==> config.mk <==
export PLATFORM = sky130hd
export DESIGN_NAME = three_stacks_shared_buffer_flat
export DESIGN_NICKNAME = d
export VERILOG_FILES = /design/src/rtl/tss_pkg.sv /design/src/rtl/tss_req_if.sv /design/src/rtl/tss_rsp_if.sv /design/src/rtl/three_stacks_shared_buffer.sv /design/src/flat_wrapper.sv
export SDC_FILE = /design/constraint.sdc
export NUM_CORES = 1
export LEC_CHECK = 0
export ABC_CLOCK_PERIOD_IN_PS = 4900
export BUFFER_PORTS_ARGS = -buffer_cell sky130_fd_sc_hd__buf_4
export CORE_UTILIZATION = 30
export DETAILED_ROUTE_END_ITERATION = 8
export PLACE_DENSITY = 0.49
export SLEW_MARGIN = 10
export SYNTH_ARGS = -nofsm -noshare
export SYNTH_HDL_FRONTEND = slang
export SYNTH_SLANG_ARGS = --single-unit
==> constraint.sdc <==
create_clock -name clock -period 4.9 [get_ports clock]
set_clock_uncertainty 0.15 [all_clocks]
set_input_delay 0 -clock clock [delete_from_list [all_inputs] [get_ports clock]]
set_output_delay 0 -clock clock [all_outputs]
set_load 0.1 [all_outputs]
==> src/rtl/tss_pkg.sv <==
// ----------------------------------------------------------------------------
// tss_pkg
// Shared types and codes for the three-stacks shared buffer.
// ----------------------------------------------------------------------------
package tss_pkg;

   localparam int OPCODE_W = 1;
   localparam int SELECT_W = 2;
   localparam int WORD_W   = 32;
   localparam int STATUS_W = 2;

   typedef logic [OPCODE_W-1:0]      opcode_type;
   typedef logic [SELECT_W-1:0]      select_type;
   typedef logic signed [WORD_W-1:0] word_type;
   typedef logic [STATUS_W-1:0]      status_type;

   localparam opcode_type OP_PUSH = 1'b0;
   localparam opcode_type OP_POP  = 1'b1;

   localparam select_type SEL_LOW  = 2'd0;
   localparam select_type SEL_HIGH = 2'd1;
   localparam select_type SEL_MID  = 2'd2;

   localparam status_type STATUS_OK    = 2'd0;
   localparam status_type STATUS_FULL  = 2'd1;
   localparam status_type STATUS_EMPTY = 2'd2;

endpackage

==> src/rtl/tss_req_if.sv <==
// ----------------------------------------------------------------------------
// tss_req_if
// Request channel: one push or pop transaction per handshake.
// ----------------------------------------------------------------------------
interface tss_req_if;
   import tss_pkg::*;

   logic       valid;
   logic       ready;
   opcode_type opcode;
   select_type stack_select;
   word_type   push_value;

   modport source (output valid, output opcode, output stack_select, output push_value,
                   input ready);
   modport sink (input valid, input opcode, input stack_select, input push_value,
                 output ready);
endinterface

==> src/rtl/tss_rsp_if.sv <==
// ----------------------------------------------------------------------------
// tss_rsp_if
// Response channel: popped value and status, one transaction per request.
// ----------------------------------------------------------------------------
interface tss_rsp_if;
   import tss_pkg::*;

   logic       valid;
   logic       ready;
   word_type   pop_value;
   status_type status;

   modport source (output valid, output pop_value, output status, input ready);
   modport sink (input valid, input pop_value, input status, output ready);
endinterface

==> src/rtl/three_stacks_shared_buffer.sv <==
// Flow: an accepted push passes S_WRITE then S_DONE, a pop S_POP then S_DONE; a refused push,
// a pop of an empty stack or the unused selector goes straight to S_DONE; a push that slides
// the middle stack first moves it in S_SLIDE (one memory read and one write per cycle).
// Throughput: one transaction at a time; the next is taken the cycle after the result is
// handed to the response register, which may wait on rsp_chan.ready.
// Reset: synchronous; all stacks empty, middle base at DEPTH / 3, memory not cleared.
// ----------------------------------------------------------------------------
// three_stacks_shared_buffer
// Bottom, top and middle stacks in one single-port-read memory; the middle
// stack is slid one slot to make room for a neighbor.
// ----------------------------------------------------------------------------
module three_stacks_shared_buffer #(
   parameter int DEPTH       = 16,
   parameter int VALUE_WIDTH = 32
) (
   input logic       clock,
   input logic       reset,
   tss_req_if.sink   req_chan,
   tss_rsp_if.source rsp_chan
);
   import tss_pkg::*;

   localparam int PTR_W  = $clog2(DEPTH + 1);
   localparam int ADDR_W = $clog2(DEPTH);

   localparam logic [PTR_W-1:0] PTR_DEPTH = PTR_W'(DEPTH);
   localparam logic [PTR_W-1:0] PTR_MID   = PTR_W'(DEPTH / 3);
   localparam logic [PTR_W-1:0] PTR_ONE   = PTR_W'(1);

   localparam logic [2:0] S_IDLE  = 3'd0;
   localparam logic [2:0] S_SLIDE = 3'd1;
   localparam logic [2:0] S_WRITE = 3'd2;
   localparam logic [2:0] S_POP   = 3'd3;
   localparam logic [2:0] S_DONE  = 3'd4;

   logic [VALUE_WIDTH-1:0] mem [DEPTH];
   logic [VALUE_WIDTH-1:0] rd_data_ff;

   logic                   mem_we;
   logic [ADDR_W-1:0]      mem_waddr;
   logic [VALUE_WIDTH-1:0] mem_wdata;
   logic                   mem_re;
   logic [ADDR_W-1:0]      mem_raddr;

   logic [2:0]       state_ff, state_in;
   logic [PTR_W-1:0] low_ff, low_in;
   logic [PTR_W-1:0] high_ff, high_in;
   logic [PTR_W-1:0] mid_base_ff, mid_base_in;
   logic [PTR_W-1:0] mid_end_ff, mid_end_in;
   logic             pend_valid_ff, pend_valid_in;
   logic             rsp_valid_ff, rsp_valid_in;

   select_type       sel_ff, sel_in;
   logic [WORD_W-1:0] value_ff, value_in;
   logic             dir_right_ff, dir_right_in;
   logic [PTR_W-1:0] src_ff, src_in;
   logic [PTR_W-1:0] left_ff, left_in;
   logic [PTR_W-1:0] pend_dst_ff, pend_dst_in;
   word_type         res_data_ff, res_data_in;
   status_type       res_status_ff, res_status_in;
   word_type         rsp_data_ff, rsp_data_in;
   status_type       rsp_status_ff, rsp_status_in;

   logic req_fire;

   assign req_chan.ready     = (state_ff == S_IDLE);
   assign req_fire           = req_chan.valid && (state_ff == S_IDLE);
   assign rsp_chan.valid     = rsp_valid_ff;
   assign rsp_chan.pop_value = rsp_data_ff;
   assign rsp_chan.status    = rsp_status_ff;

   always_comb begin
      state_in      = state_ff;
      low_in        = low_ff;
      high_in       = high_ff;
      mid_base_in   = mid_base_ff;
      mid_end_in    = mid_end_ff;
      pend_valid_in = 1'b0;
      rsp_valid_in  = rsp_valid_ff && !rsp_chan.ready;
      sel_in        = sel_ff;
      value_in      = value_ff;
      dir_right_in  = dir_right_ff;
      src_in        = src_ff;
      left_in       = left_ff;
      pend_dst_in   = pend_dst_ff;
      res_data_in   = res_data_ff;
      res_status_in = res_status_ff;
      rsp_data_in   = rsp_data_ff;
      rsp_status_in = rsp_status_ff;
      mem_we        = 1'b0;
      mem_waddr     = '0;
      mem_wdata     = VALUE_WIDTH'({{64{1'b0}}, value_ff});
      mem_re        = 1'b0;
      mem_raddr     = '0;

      case (state_ff)
         S_IDLE: begin
            if (req_fire) begin
               sel_in        = req_chan.stack_select;
               value_in      = req_chan.push_value;
               res_data_in   = '0;
               res_status_in = STATUS_FULL;
               state_in      = S_DONE;
               if (req_chan.opcode == OP_PUSH) begin
                  case (req_chan.stack_select)
                     SEL_LOW: begin
                        if (low_ff < mid_base_ff) begin
                           state_in = S_WRITE;
                        end else if (mid_end_ff < high_ff) begin
                           dir_right_in = 1'b1;
                           src_in       = mid_end_ff - PTR_ONE;
                           left_in      = mid_end_ff - mid_base_ff;
                           state_in     = S_SLIDE;
                        end
                     end
                     SEL_HIGH, SEL_MID: begin
                        if ((req_chan.stack_select == SEL_HIGH && high_ff > mid_end_ff) ||
                            (req_chan.stack_select == SEL_MID && mid_end_ff < high_ff)) begin
                           state_in = S_WRITE;
                        end else if (mid_base_ff > low_ff) begin
                           dir_right_in = 1'b0;
                           src_in       = mid_base_ff;
                           left_in      = mid_end_ff - mid_base_ff;
                           state_in     = S_SLIDE;
                        end
                     end
                     default: begin
                        res_status_in = STATUS_FULL;
                     end
                  endcase
               end else begin
                  res_status_in = STATUS_EMPTY;
                  case (req_chan.stack_select)
                     SEL_LOW: begin
                        if (low_ff != '0) begin
                           low_in    = low_ff - PTR_ONE;
                           mem_re    = 1'b1;
                           mem_raddr = low_in[ADDR_W-1:0];
                           state_in  = S_POP;
                        end
                     end
                     SEL_HIGH: begin
                        if (high_ff != PTR_DEPTH) begin
                           high_in   = high_ff + PTR_ONE;
                           mem_re    = 1'b1;
                           mem_raddr = high_ff[ADDR_W-1:0];
                           state_in  = S_POP;
                        end
                     end
                     SEL_MID: begin
                        if (mid_end_ff > mid_base_ff) begin
                           mid_end_in = mid_end_ff - PTR_ONE;
                           mem_re     = 1'b1;
                           mem_raddr  = mid_end_in[ADDR_W-1:0];
                           state_in   = S_POP;
                        end
                     end
                     default: begin
                        res_status_in = STATUS_EMPTY;
                     end
                  endcase
               end
            end
         end
         S_SLIDE: begin
            if (pend_valid_ff) begin
               mem_we    = 1'b1;
               mem_waddr = pend_dst_ff[ADDR_W-1:0];
               mem_wdata = rd_data_ff;
            end
            if (left_ff != '0) begin
               mem_re        = 1'b1;
               mem_raddr     = src_ff[ADDR_W-1:0];
               pend_valid_in = 1'b1;
               pend_dst_in   = dir_right_ff ? src_ff + PTR_ONE : src_ff - PTR_ONE;
               src_in        = dir_right_ff ? src_ff - PTR_ONE : src_ff + PTR_ONE;
               left_in       = left_ff - PTR_ONE;
            end else begin
               mid_base_in = dir_right_ff ? mid_base_ff + PTR_ONE : mid_base_ff - PTR_ONE;
               mid_end_in  = dir_right_ff ? mid_end_ff + PTR_ONE : mid_end_ff - PTR_ONE;
               state_in    = S_WRITE;
            end
         end
         S_WRITE: begin
            mem_we        = 1'b1;
            res_data_in   = '0;
            res_status_in = STATUS_OK;
            state_in      = S_DONE;
            case (sel_ff)
               SEL_LOW: begin
                  mem_waddr = low_ff[ADDR_W-1:0];
                  low_in    = low_ff + PTR_ONE;
               end
               SEL_HIGH: begin
                  high_in   = high_ff - PTR_ONE;
                  mem_waddr = high_in[ADDR_W-1:0];
               end
               default: begin
                  mem_waddr  = mid_end_ff[ADDR_W-1:0];
                  mid_end_in = mid_end_ff + PTR_ONE;
               end
            endcase
         end
         S_POP: begin
            res_data_in   = word_type'({{64{1'b0}}, rd_data_ff});
            res_status_in = STATUS_OK;
            state_in      = S_DONE;
         end
         S_DONE: begin
            if (!rsp_valid_ff || rsp_chan.ready) begin
               rsp_valid_in  = 1'b1;
               rsp_data_in   = res_data_ff;
               rsp_status_in = res_status_ff;
               state_in      = S_IDLE;
            end
         end
         default: begin
            state_in = S_IDLE;
         end
      endcase
   end

   always_ff @(posedge clock) begin
      if (mem_we) begin
         mem[mem_waddr] <= mem_wdata;
      end
      if (mem_re) begin
         rd_data_ff <= mem[mem_raddr];
      end
   end

   always_ff @(posedge clock) begin
      if (reset) begin
         state_ff      <= S_IDLE;
         low_ff        <= '0;
         high_ff       <= PTR_DEPTH;
         mid_base_ff   <= PTR_MID;
         mid_end_ff    <= PTR_MID;
         pend_valid_ff <= 1'b0;
         rsp_valid_ff  <= 1'b0;
      end else begin
         state_ff      <= state_in;
         low_ff        <= low_in;
         high_ff       <= high_in;
         mid_base_ff   <= mid_base_in;
         mid_end_ff    <= mid_end_in;
         pend_valid_ff <= pend_valid_in;
         rsp_valid_ff  <= rsp_valid_in;
      end
   end

   always_ff @(posedge clock) begin
      sel_ff        <= sel_in;
      value_ff      <= value_in;
      dir_right_ff  <= dir_right_in;
      src_ff        <= src_in;
      left_ff       <= left_in;
      pend_dst_ff   <= pend_dst_in;
      res_data_ff   <= res_data_in;
      res_status_ff <= res_status_in;
      rsp_data_ff   <= rsp_data_in;
      rsp_status_ff <= rsp_status_in;
   end

endmodule
==> src/flat_wrapper.sv <==
// flat-port wrapper written by rule: the top's interface ports become plain ports
module three_stacks_shared_buffer_flat import tss_pkg::*;
#(
   parameter int DEPTH       = 16,
   parameter int VALUE_WIDTH = 32
)
  (clock, reset, req_chan_valid, req_chan_opcode, req_chan_stack_select, req_chan_push_value, req_chan_ready, rsp_chan_valid, rsp_chan_pop_value, rsp_chan_status, rsp_chan_ready);
  tss_req_if req_chan_i ();
  tss_rsp_if rsp_chan_i ();
  input logic clock;
  input logic reset;
  input wire logic [$bits(req_chan_i.valid)-1:0] req_chan_valid;
  input wire logic [$bits(req_chan_i.opcode)-1:0] req_chan_opcode;
  input wire logic [$bits(req_chan_i.stack_select)-1:0] req_chan_stack_select;
  input wire logic [$bits(req_chan_i.push_value)-1:0] req_chan_push_value;
  output wire logic [$bits(req_chan_i.ready)-1:0] req_chan_ready;
  output wire logic [$bits(rsp_chan_i.valid)-1:0] rsp_chan_valid;
  output wire logic [$bits(rsp_chan_i.pop_value)-1:0] rsp_chan_pop_value;
  output wire logic [$bits(rsp_chan_i.status)-1:0] rsp_chan_status;
  input wire logic [$bits(rsp_chan_i.ready)-1:0] rsp_chan_ready;
  assign req_chan_i.valid = req_chan_valid;
  assign req_chan_i.opcode = req_chan_opcode;
  assign req_chan_i.stack_select = req_chan_stack_select;
  assign req_chan_i.push_value = req_chan_push_value;
  assign req_chan_ready = req_chan_i.ready;
  assign rsp_chan_valid = rsp_chan_i.valid;
  assign rsp_chan_pop_value = rsp_chan_i.pop_value;
  assign rsp_chan_status = rsp_chan_i.status;
  assign rsp_chan_i.ready = rsp_chan_ready;
  three_stacks_shared_buffer #(.DEPTH(DEPTH), .VALUE_WIDTH(VALUE_WIDTH)) u_core (.clock(clock), .reset(reset), .req_chan(req_chan_i), .rsp_chan(rsp_chan_i));
endmodule
==> impl_metrics.py <==
metrics = {
    "detailed_routing": {
        "drt-met1-wl_um": 32400,
        "top_layer": "met4",
        "vias": 16500,
        "met3_length_um": 3280,
        "drt_iter0_drc": 1229,
        "drc": 0,
        "firstDrtPassIters": 7,
        "via_per_inst": 4.91,
        "drt-wirelength-per-cell_um": 21.8,
        "wl_met2_um": 35800,
        "wirelength_um": 73100,
        "ant_nets": 0,
    },
    "clock_network": {
        "cts_root_buf": "clkbuf_16",
        "htreeDepth": 3,
        "cts_buffer_depth": 3,
        "clock_sinks": 685,
        "cts_tree": "done",
        "clkSlewWorstSetupHoldPaths_ps": 60,
        "insertion_delay_ps": 590,
        "cts_buffers": 74,
        "post_cts_resized": 0,
    },
    "floorplanning": {
        "io_pins": 75,
        "die_h_um": 309,
        "rows": 112,
        "die_w_um": 309,
        "dieArea_um2": 95400,
        "initial_core_util": 0.303,
        "core_region_area_um2": 93300,
    },
    "place": {
        "place_inst": 3156,
        "portBuffers": 74,
        "gp_congestion": 0.818,
        "hpwl_um": 39900,
        "dpl_cell_area_um2": 30600,
    },
    "setup_path": {
        "crit_path_max_incr_delay_ps": 700,
        "worstSetupStartpointType": "flop",
        "crit_path_end_kind": "flop",
        "crit_top_cell": "a221oi_1",
        "arrival_ps": 4280,
        "crit_slowest_cell": "a221oi_1",
        "cp.buffers_inverters": 2,
        "critical_path_class": "flop to flop",
        "crit_fanout": 32,
        "crit_path_cell_trace": "inv_1, ha_1, and2_1, a221oi_1, a21oi_1, a222oi_1, o21a_2, buf_12, a221oi_1, o21a_1, a221o_1",
        "worstPathRequired_ps": 5100,
        "path_delay_family": "compound AO/OA/AOI/OAI gates",
    },
    "sta": {
        "slew_violations": 0,
        "fmax_mhz": 245,
        "min_period_ps": 4080,
        "maxSlewHeadroom": 0.454,
        "hold_violations": 0,
        "rsz0062_at_grt": "false",
        "tightest_slew_ps": 816,
        "setup_tns_ps": 0,
        "setup_violations": 0,
        "fin_crit_sh": 0.834,
    },
    "pwr": {
        "p_leak_uw": 0.0114,
        "peakVddDrop_mv": 0.254,
        "powerDensity_nw_per_um2": 499,
    },
    "synthesis": {
        "synth_ff_type": "edfxtp_1",
        "synth_compound_area_frac": 0.111,
        "synth.area.mux_share": 0.0422,
        "avgSynthCellArea_um2": 15.0,
        "synth_edf_count": 660,
        "yosys-top-cells-count": "edfxtp_1, nand2_1, a21oi_1",
        "synth-adder-area-share": 0.0156,
        "synthXorXnorAreaFrac": 0.00992,
        "async_flop_share": 0,
        "synth_top_area_frac": 0.702,
        "synth_top_family_by_area": "compound AO/OA/AOI/OAI gates",
        "synth.distinct_cells": 73,
        "synth_nets": 1958,
        "yosys.area_share.simple": 0.0773,
        "ys_top_cells_by_area": "edfxtp_1, nand2_1, mux2i_1",
        "synth-warning-count": 0,
        "syn_area_um2": 28200,
        "yosysMostFrequentCell": "edfxtp_1",
        "yosysTopAreaCell": "edfxtp_1",
        "yosysSeqAreaShare": 0.719,
        "syn_inst": 1885,
        "ys_ff_latch": 685,
    },
    "global_routing": {
        "grt_pass1_wl_um": 108000,
        "grt_overflow": 0,
        "track_usage": 0.154,
        "grt_pass1_vias": 16600,
        "grt_max_degree": 79,
        "antenna_found_initial": 3,
    },
    "cells_and_area": {
        "final_cells": 3356,
        "drive_gt1_frac": 0.159,
        "antenna-diode-count": 0,
        "stdcell_area_um2": 33600,
        "utilization": 0.360,
        "syn2layout_area_growth_pct": 18.9,
        "final_nets": 2123,
    },
    "status": {
        "status": "finished, final reports clean",
    },
    "worst_hold_path": {
        "min_path_type": "input pin to flop",
    },
    "flow_run": {
        "maxCapViolCount": 0,
    },
}
==> state kept, by name, summed over array words and instances, names as in the netlist, 4 cells and up <==
signal                     cells
u_core.rsp_chan.pop_value     32
u_core.mid_base_ff             5
u_core.mem                   512
u_core.value_ff               32
u_core.low_ff                  5
u_core.res_data_ff            32
u_core.left_ff                 5
u_core.src_ff                  4
u_core.mid_end_ff              5
u_core.rd_data_ff             32
u_core.pend_dst_ff             4
u_core.high_ff                 5
==> report_power, final <==
group          internal (µW)  switching [µW]
sequential              7310             269
clock                   3150            2230
combinational           1270            2540
==> per-layer routing <==
metal | GRT usage | vias to the layer above
met2 | 0.261 | 356
li1 | - | 7627
met4 | 0.0477 | 0
met3 | 0.0230 | 95
met1 | 0.203 | 8393
met5 | 0 | -
==> path summary, 6_finish.rpt <==
kind / from / end / cells after the start / slack, ps
worst max register to register: u_core.mid_base_ff[3]$_SDFFE_PP0P_ / u_core.rd_data_ff[20]$_DFFE_PP_ / 11 / 820
worst min-delay path: reset / u_core.high_ff[0]$_SDFFE_PP0P_ / 3 / 170
worst min register to register: u_core.res_data_ff[25]$_SDFFCE_PN0P_ / u_core.rsp_chan.pop_value[25]$_DFFE_PP_ / 0 / 260
worst max-delay path: u_core.mid_base_ff[3]$_SDFFE_PP0P_ / u_core.rd_data_ff[20]$_DFFE_PP_ / 11 / 820
==> cell type report <==
| class | instances | area, µm² |
|---|---|---|
| clock inverter | 35 | 335 |
| clock buffer | 93 | 1970 |
| multi-input combinational | 1057 | 7420 |
| fill | 8886 | 59700 |
| inverter | 33 | 124 |
| sequential | 685 | 20300 |
| tap | 1254 | 1570 |
| timing repair buffer | 199 | 1850 |
==> worst register-to-register path: stages, from the launching register on <==
cell and delay (ps):
dfxtp_1 430, inv_1 70, ha_1 330, and2_1 190, a221oi_1 700, a21oi_1 180, a222oi_1 670, o21a_2 240
buf_12 280, a221oi_1 140, o21a_1 210, a221o_1 260
==> cell usage in the layout (no fill, tap or decap), types with 24 or more instances in the layout <==
| cell type | instances |
|---|---|
| and3_1 | 36 |
| a211oi_1 | 68 |
| and2_0 | 34 |
| and2_1 | 27 |
| xnor2_1 | 28 |
| mux2i_1 | 83 |
| nor2_1 | 43 |
| nand2_1 | 245 |
| a221o_1 | 31 |
| a221oi_2 | 40 |
| edfxtp_1 | 660 |
| o21a_1 | 37 |
| a21oi_1 | 84 |
| ha_1 | 32 |
| inv_1 | 30 |
| clkbuf_16 | 76 |
| a31oi_1 | 61 |
| dfxtp_1 | 24 |
| dlygate4sd3_1 | 72 |
| mux2_2 | 32 |
| buf_4 | 113 |
==> cell families after synthesis <==
group,count (synthesis)
DFF,685
and+or+nand+nor,470
AOI/OAI and AO/OA,406
buffers and inverters,143
muxes,115
adders and majority gates,34
xor gates and xnor gates,32
==> through the flow <==
step,hold slack (ps),power (µW),worst slack [ps]
5_1_grt,190,17500,612
3_5_place_dp,29.7,11500,819
2_1_floorplan,-66.3,10200,319
3_3_place_gp,27.8,11500,831
4_1_cts,140,17000,809
6_report,166,16800,815
==> timing repair <==
action | CTS | global route
hold endpoints to repair | 78 | 0
setup endpoints to repair | 0 | 0
hold buffers | 72 | 0
setup buffers | 0 | 0
Note: power is estimated with default switching activity, not from simulation.
